===== config.mk =====
export PLATFORM = sky130hd
export DESIGN_NAME = lwm_ctrl
export DESIGN_NICKNAME = d
export VERILOG_FILES = /design/src/design/lwm_pkg.sv /design/src/design/lwm_ctrl.sv
export SDC_FILE = /design/constraint.sdc
export NUM_CORES = 1
export LEC_CHECK = 0
export ABC_AREA = 0
export BUFFER_PORTS_ARGS = -buffer_cell sky130_fd_sc_hd__buf_2
export CORE_AREA = 8 8 45 47
export DETAILED_ROUTE_END_ITERATION = 8
export DIE_AREA = 0 0 53 55
export GPL_TIMING_DRIVEN = 0
export HOLD_SLACK_MARGIN = 0.08
export PLACE_DENSITY = 0.3
export SYNTH_ARGS = -nofsm -noshare
export SYNTH_HDL_FRONTEND = slang
export SYNTH_SLANG_ARGS = --single-unit

===== constraint.sdc =====
create_clock -name i_clk -period 1.2 [get_ports i_clk]
set_clock_uncertainty 0.2 [all_clocks]
set_input_delay 0.18 -clock i_clk [delete_from_list [all_inputs] [get_ports i_clk]]
set_output_delay 0.18 -clock i_clk [all_outputs]
set_load 0.01 [all_outputs]

===== src/design/lwm_pkg.sv =====
// Shared constants, codes and controller/datapath interface types for the
// LZSS window longest-match finder. No dependencies.
package lwm_pkg;

    localparam int WINDOW_DEPTH = 1024;
    localparam int MAX_MATCH    = 16;
    localparam int PAT_DEPTH    = 16;
    localparam int WIN_AW       = $clog2(WINDOW_DEPTH);
    localparam int PAT_AW       = $clog2(PAT_DEPTH);
    localparam int IDX_W        = 10;
    localparam int LEN_W        = 5;
    localparam int OP_W         = 2;

    localparam logic [OP_W-1:0] OP_WR_WIN  = 2'd0;
    localparam logic [OP_W-1:0] OP_WR_PAT  = 2'd1;
    localparam logic [OP_W-1:0] OP_SEARCH  = 2'd2;
    localparam logic [OP_W-1:0] OP_UNUSED  = 2'd3;   // no action, no output word

    // controller -> datapath commands
    typedef struct packed {
        logic clr;   // start search: clear best, position, latch limit
        logic adv;   // byte matched, move to next byte of candidate
        logic fin;   // close candidate, update best, next position
        logic inc;   // on fin: current byte matched as well
    } t_cmd;

    // datapath -> controller status
    typedef struct packed {
        logic short_len;  // pattern too short for any match
        logic eq;         // window byte equals pattern byte
        logic last_byte;  // no further byte may be compared
        logic fin_done;   // closing this candidate ends the scan
    } t_status;

endpackage


===== src/design/lwm_ctrl.sv =====
// Controller: sequences the search scan and the hand-off to the output word.
// Depends on lwm_pkg.
module lwm_ctrl (
    input  logic             i_clk,
    input  logic             i_rst_n,
    input  logic             i_start,      // search word accepted
    input  lwm_pkg::t_status i_status,
    input  logic             i_out_free,   // output register may be loaded
    output lwm_pkg::t_cmd    o_cmd,
    output logic             o_idle,
    output logic             o_load
);

    typedef enum logic [1:0] {S_IDLE, S_RD, S_CMP, S_OUT} t_state;

    t_state r_state;
    t_state n_state;

    always_comb begin
        n_state = r_state;
        o_cmd   = '0;
        o_load  = 1'b0;
        case (r_state)
            S_IDLE: begin
                if (i_start) begin
                    o_cmd.clr = 1'b1;
                    n_state   = i_status.short_len ? S_OUT : S_RD;
                end
            end
            S_RD: n_state = S_CMP;
            S_CMP: begin
                if (i_status.eq && !i_status.last_byte) begin
                    o_cmd.adv = 1'b1;
                    n_state   = S_RD;
                end else begin
                    o_cmd.fin = 1'b1;
                    o_cmd.inc = i_status.eq;
                    n_state   = i_status.fin_done ? S_OUT : S_RD;
                end
            end
            S_OUT: begin
                if (i_out_free) begin
                    o_load  = 1'b1;
                    n_state = S_IDLE;
                end
            end
            default: n_state = S_IDLE;
        endcase
    end

    always_ff @(posedge i_clk) begin
        if (!i_rst_n) begin
            r_state <= S_IDLE;
        end else begin
            r_state <= n_state;
        end
    end

    assign o_idle = (r_state == S_IDLE);

endmodule


==> results of run 1 <==
## power groups by stage
stage	Clock (mW)	Combinational [mW]	Sequential, mW
after floorplan	0	0.0363	0.0799
after global placement	0	0.0659	0.0814
after detailed placement	0	0.0677	0.0815
after CTS	0.157	0.0807	0.0820
after global routing	0.154	0.0901	0.0827
final	0.145	0.0808	0.0818
## routing by layer
metal,share of wire,vias up
li1,-,103
met2,0.39,14
met5,0,-
met1,0.36,77
met4,0,0
met3,0.25,0
## worst max path at each step
stage                          end  slack, ns  cells after the start
after global placement    o_cmd[2]      -0.03                      3
after floorplan           o_cmd[2]       0.09                      2
after CTS                 o_cmd[2]      -0.20                      3
after detailed placement  o_cmd[2]      -0.07                      3
after global routing      o_cmd[2]      -0.22                      3
final                     o_cmd[2]      -0.17                      3
## critical path, stage by stage, from the launching register on
cell and delay [ns]:
sky130_fd_sc_hd__dfxtp_2 0.32, sky130_fd_sc_hd__nor2b_4 0.16, sky130_fd_sc_hd__and3b_1 0.16, sky130_fd_sc_hd__buf_2 0.13
## cell usage after synthesis, drive strengths merged
cell / n / share of area
and3: 1 / 0.044
and3b: 1 / 0.062
and2: 2 / 0.088
nand3: 1 / 0.035
nor2b: 3 / 0.15
nor2: 2 / 0.053
nand2b: 1 / 0.044
a21oi: 1 / 0.035
a21boi: 2 / 0.11
inv: 1 / 0.027
a31oi: 1 / 0.044
nand2: 1 / 0.027
dfxtp: 2 / 0.28
## cells in the final DEF (no fill, tap or decap)
master                          count
sky130_fd_sc_hd__nand2_1            1
sky130_fd_sc_hd__a31oi_1            1
sky130_fd_sc_hd__clkbuf_4           3
sky130_fd_sc_hd__inv_1              1
sky130_fd_sc_hd__nor2b_1            2
sky130_fd_sc_hd__nor2b_4            1
sky130_fd_sc_hd__buf_4              1
sky130_fd_sc_hd__a21oi_1            1
sky130_fd_sc_hd__nand3_1            1
sky130_fd_sc_hd__dlygate4sd3_1      2
sky130_fd_sc_hd__dfxtp_2            2
sky130_fd_sc_hd__and3_1             1
sky130_fd_sc_hd__and3b_1            1
sky130_fd_sc_hd__nand2b_1           1
sky130_fd_sc_hd__and2_1             2
sky130_fd_sc_hd__buf_2             13
sky130_fd_sc_hd__a21boi_1           2
sky130_fd_sc_hd__nor2_1             2
## cell families after synthesis
logic type | share of synthesized area
AOI/OAI and AO/OA | 0.186
buffers and inverters | 0.0265
DFF | 0.283
and+or+nand+nor | 0.504
## metrics by stage
step	TNS (ns)	setup slack [ns]
after CTS	-0.787	-0.198
after floorplan	0	0.0918
after global placement	-0.0711	-0.0335
after global routing	-0.969	-0.217
after detailed placement	-0.151	-0.0686
final	-0.646	-0.172
## final cells by class
class / count / area (um2) / share of cell area
inverter: 1 / 3.75 / 0.0132
multi-input combinational: 16 / 103 / 0.361
timing repair buffer: 16 / 92.6 / 0.326
tap: 16 / 20.0 / 0.0705
sequential: 2 / 42.5 / 0.150
clock buffer: 3 / 22.5 / 0.0793
## what timing repair did
| item | CTS | global route |
|---|---|---|
| hold buffers | 2 | 0 |
| cloned | 0 | 0 |
| setup buffers | 1 | 0 |
| setup endpoints to repair | 6 | 7 |
| resized for setup | 3 | 1 |
| pin swaps | 1 | 2 |
| endpoints found under the hold margin | 2 | 0 |
==> flow_results.org, run 1 <==
** Worst setup path
- STA classifies the critical path startpoint as a register.
- Along the worst path, the maximum fanout reaches 4.
- Crit path from :: r_state[1]
- Capture point of the worst reg-to-reg path :: r_state[1]
- The worst setup path is captured at an output port.
- Required arrival time at the worst endpoint :: 0.82 ns
- In this run the critical register-to-register path is launched from r_state[1].
- The critical path is of the reg2out type.
- CP Data Arrival Time :: 0.99 ns
- Worst reg2reg setup slack :: 0.10 ns
- Number of cell instances on the worst register-to-register path :: 4

** Finish
- The final layout contains 48 nets.
- The finished layout holds 54 standard cells, fillers aside.
- Largest register FFs :: 2
- The register with the most flip-flops in the final layout is r_state.
- Antenna diode count :: 0
- Total non-filler cell area in the finished layout :: 284 um2
- Filler Cell Count :: 159
- At the end of the flow the core is filled with cells to 0.205.
- Registers with the highest flip-flop counts :: r_state: 2 flops
- In the final layout, the share of cells above drive strength 1 is 0.526.
- From synthesis to final layout, the design area changed by 101%.

** Power
- Switch share :: 0.255
- Peak VDD IR :: 0.000267 V
- In this run the static leakage power is roughly 0.15 nW.
- The share of total power dissipated in sequential elements is 0.266.
- Of the total power, combinational logic draws 0.263.
- Power per unit of standard cell area :: 1080 nW/um2
- The internal portion of the total power is approximately 0.23 mW.
- Of the total power, the clock network draws 0.472.
- Summed over all nets, the switching power comes to ~0.079 mW.
- Overall power :: approximately 0.31 mW

** Floorplan
- DIE HEIGHT :: 55 um
- The floorplan has 14 rows.
- The die covers 2920 um2.
- Effective utilization at floorplan :: 0.102
- In this run the count of I/O pins placed on the die edge is 14.
- The region available for standard cell placement spans roughly 1400 um2.
- Horizontal die dimension :: 53 um

** Clock network
- Counting every sink on the clock net gives 2.
- TritonCTS built the clock tree.
- Worst-skew pair later-pin latency :: 0.22 ns
- Max Root-Sink Buffers :: 2
- In this run the number of H-tree levels came out at 1.
- CTS clk-pin slew, worst paths :: 0.03 ns
- Clock tree synthesis inserted a total of 3 buffers.
- Clock root cell :: sky130_fd_sc_hd__clkbuf_4

** GRT
- Largest net degree at the start of global routing :: 6
- Global-route wire length before repair :: 834 um
- The number of antenna violations at the first check in global routing came to 0.
- Grt peak-use layer :: met2
- After global routing the overflow that remains totals 0.
- In the global route stage, overall resource usage came out at 0.0415.
- In the global route stage, met3 resource usage came out at 0.0481.
- Met2 Resource Use GR :: 0.0488
- The via count of the first global-routing pass came to around 230.
- Met1 demand-to-capacity share in global routing :: 0.0363

** Drt
- Iteration count of the initial detailed-routing pass :: 1
- Number of DRC violations after detailed-routing iteration 0 :: 0
- Via density per instance :: 3.59
- Post-route DRC violation count :: 0
- Antenna-violating nets left :: 0
- The final layout contains routed wiring with a total length of 549 um.
- In the final routed layout, each cell accounts on average for 10.2 um.
- The final route contains just under 200 vias.

** Status
- The run finished, with violations left.
- Failing checks :: negative setup slack

** Synthesis
- Number of distinct standard cells referenced by the synthesized netlist :: 15
- Number of standard cells after synthesis :: 19
- Total standard cell area after synthesis :: 141 um2
- Flip-flop and latch count after synthesis :: 2
- Synthesis produced a netlist with a net count of 27.
- For this run, the number of Yosys warnings is 0.
- Register area share after synthesis :: 0.283
- The average instance in the mapped netlist occupies 7.44 um2.

** Timing
- Post-layout min period :: 1.37 ns
- Across all setup checks in the final design, the least slack found is -0.172 ns.
- Count of final setup violators :: 5
- Final Hold Slack :: 0.0994 ns
- Actual transition at the worst max-transition pin :: 0.202 ns
- Max Transition Viols Final :: 0
- The worst pin sits at a relative slew slack of 0.865.
- Dividing the final minimum period by the clock period gives 1.14.
- The count of endpoints failing hold in the final timing report came to 0.
- Derived from the worst setup path, the maximum achievable clock frequency is between 700 and 800 MHz.
- RSZ-0062 raised after global routing :: yes

** Run
- Across the run, the number of max-cap violations was 0.

** Placed design
- After detailed placement, the total cell area comes to between 200 and 250 um2.
- Number of input and output port buffers inserted :: 13
- The number of placed instances, taps included, is 48.
- The congestion estimate from routability-driven global placement came to 0.623.

** Min path
- The startpoint identified for the worst hold timing path is i_status[2].
- Hold/Removal Path Class :: in2reg
- Capture endpoint of the worst hold path :: r_state[1]
- Counting instances, the worst hold path has a depth of 4.
Power figures use the tool's default switching activity.
==> run 2: changes to the inputs <==
- REMOVE_ABC_BUFFERS: unset -> 1
- clock period: 1.2 -> 1.6 ns (I/O delays scaled with it)
==> run 2 against run 1 <==
  * Die area stayed put
  * Clock power is 25% lower
  * Largest cell class unchanged
  * Hold slack worse by 0.010 ns
  * The flow now finishes without violations
  * Register-to-register slack better by 0.36 ns
  * Critical path type unchanged
  * Highest routed layer unchanged
  * Worst setup slack better by 0.26 ns
  * Combinational power is 34% lower
  * Global-route usage is 0.055 points lower
  * Largest power group unchanged
==> flow_results.org, run 2 (synthesis gave the netlist of run 1 again) <==
** Clock network
- The clock passes through at most 2 buffers.
- CTS clk-pin slew, worst paths :: ~0.030 ns
- Post-CTS timing repair inserted 0 buffers for setup.
- Clock root cell :: sky130_fd_sc_hd__clkbuf_4
- Clock latency on the worst-skew pair, taken at its later pin, is 0.22 ns.
- Clock tree from TritonCTS :: built
- TritonCTS sink count :: 2
- Cts bufs inserted :: 3
- Number of H-tree branching levels :: 1

** GRT
- The first global-routing pass estimated roughly 830 um of wire.
- For met1 alone, demand over resource in global routing was 0.0393.
- The via count of the first global-routing pass came to 223.
- Global route overflow :: 0
- The number of antenna violations at the first check in global routing came to 0.
- In the global route stage, met2 resource usage came out at 0.0449.
- For met3 alone, demand over resource in global routing was 0.0455.
- met3 is the most crowded layer.
- Largest net degree at the start of global routing :: 6
- Global Route Usage Sum :: 0.0409

** Worst setup path
- Maximum net fanout on the critical path :: 5
- Traced cell by cell, the critical path runs through nor2b_4, and3b_1, buf_2.
- Critical Path Source Type :: register
- CP Data Arrival Time :: approximately 1.1 ns
- The worst setup path is captured at an output port.
- The largest single stage delay on the critical path is 0.37 ns.
- Number of buffer and inverter instances along the worst setup path :: 1
- Required arrival time at the worst endpoint :: 1.16 ns
- The largest individual stage delay along the critical path comes from the cell sky130_fd_sc_hd__dfxtp_1.
- Grouping stages by cell kind, the critical path spends the most delay in flip-flops.
- Crit Path Class :: reg2out

** Power
- Of the total power, registers draw 0.274.
- Power per unit of standard cell area :: ~850 nW/um2
- Of the total power, the share spent switching nets is 0.257.
- In this run the static leakage power is around 0.14 nW.
- The share of total power dissipated in combinational logic is 0.240.
- The internal portion of the total power is ~0.17 mW.
- Share of power burned in the clock network :: 0.487
- In this run the power spent charging and discharging nets is approximately 0.058 mW.
- Peak VDD IR :: 0.000175 V

** Timing
- For the final routed database, the setup TNS stands at 0 ns.
- RSZ-0062 raised after global routing :: no
- In this run the tightest slew margin relative to its limit is 0.866.
- Post-route worst setup slack :: 0.0866 ns
- At the pin with the least slew margin, the transition time is ~0.20 ns.
- The count of endpoints failing hold in the final timing report was 0.
- Max Transition Viols Final :: 0
- After layout, the minimum clock period comes to ~1.5 ns.
- Dividing the final minimum period by the clock period gives 0.946.
- Top achievable clock speed :: 661 MHz
- Setup violations remaining at the end of the flow were counted as 0.

** Finish
- Most frequent cells in the layout :: sky130_fd_sc_hd__buf_2 (13), sky130_fd_sc_hd__clkbuf_4 (3)
- The net count of the finished layout is 46.
- Biggest register :: r_state
- The register with the most flip-flops in the layout has 2 of them.
- The repair_antennas step left the layout with diodes totalling 0.
- Registers with the highest flip-flop counts :: r_state: 2 flops
- Leaving out fill and tap cells, the most frequent cell in the layout is sky130_fd_sc_hd__buf_2.
- Of the cells placed in the final design, the portion with a size suffix greater than 1 is 0.472.
- Layout-stage area growth over the synthesis result :: 86.7%

** Floorplan
- IO Count :: 14
- Standard-cell row count :: 14
- Core region area :: 1380 um2
- Measured along the x axis, the die boundary spans 53 um.
- Effective utilization at floorplan :: 0.102
- DIE HEIGHT :: 55 um
- The floorplan step defined a die boundary enclosing between 2000 and 3000 um2.

** Drt
- Total vias in the final route :: 189
- For this run, design rule violations remaining after detail routing come to 0.
- Final WL :: 519 um
- Number of DRC violations after detailed-routing iteration 0 :: 0
- Routed wire per std cell :: 9.98 um
- For this run, the detailed router's first-pass iteration total came to 1.
- Dividing the detail-routed via count by the number of cells gives 3.63.
- Antenna-violating nets left :: 0

** Placed design
- Number of input and output port buffers inserted :: 13
- Routability-driven placement finished with a final weighted congestion of 0.623.
- Prior to clock tree synthesis, the placed netlist has a worst setup slack of 0.271 ns.

** Run
- Across the run, the number of max-cap violations was 0.

** Min path
- Hold/Removal Path Class :: in2reg

** Status
- Result of the run :: finished, final reports clean
run 2: changes by cell type in the layout (fill, tap and decap cells not counted), sizes merged:
| cell | delta |
|---|---|
| buf | -1 |
| dlygate4sd3 | -1 |
run 2: final timing paths:
kind,cells after the start,slack (ns),start,end
max,3,0.09,r_state[1],o_cmd[2]
min,3,0.09,i_status[0],r_state[1]
min reg2reg,2,0.36,r_state[1],r_state[0]
max reg2reg,3,0.46,r_state[0],r_state[1]
run 2: power by group through the flow:
stage | clock (mW) | sequential (mW) | combinational (mW)
6_report | 0.109 | 0.0612 | 0.0537
5_1_grt | 0.116 | 0.0623 | 0.0599
4_1_cts | 0.118 | 0.0605 | 0.0528
3_5_place_dp | 0 | 0.0612 | 0.0508
3_3_place_gp | 0 | 0.0611 | 0.0494
2_1_floorplan | 0 | 0.0599 | 0.0272
run 2: worst register-to-register path, delay by kind of cell, from the launching register on:
family,cells,cell delay (ns)
AOI/OAI and AO/OA,3,0.45
DFF,1,0.41
run 2: final cells by class:
| cell class | count | area (um2) |
|---|---|---|
| tap | 16 | 20.0 |
| sequential | 2 | 40.0 |
| multi-input combinational | 16 | 103 |
| clock buffer | 3 | 22.5 |
| fill | 162 | 1120 |
| inverter | 1 | 3.75 |
| timing repair buffer | 14 | 75.1 |
run 2: through the flow:
| step | std cells | area [um2] | util | power, mW | hold slack [ns] |
|---|---|---|---|---|---|
| after floorplan | 19 | 141 | - | 0.0871 | 0.168 |
| after global placement | 48 | 226 | 0.164 | 0.110 | 0.272 |
| after detailed placement | 48 | 226 | 0.164 | 0.112 | 0.273 |
| after CTS | 52 | 259 | 0.187 | 0.231 | 0.0854 |
| after global routing | 52 | 264 | 0.191 | 0.238 | 0.111 |
| final | 52 | 264 | 0.191 | 0.224 | 0.0891 |
run 2: per-layer routing:
metal	wire [um]	up-vias
met1	198	76
met5	0	-
met2	192	14
li1	-	99
met4	0	0
met3	129	0
run 2: repair_timing:
item                                    in CTS  in global routing
resized for setup                            0                  1
hold buffers                                 1                  0
hold endpoints to repair                     1                  0
endpoints found under the setup margin       0                  3
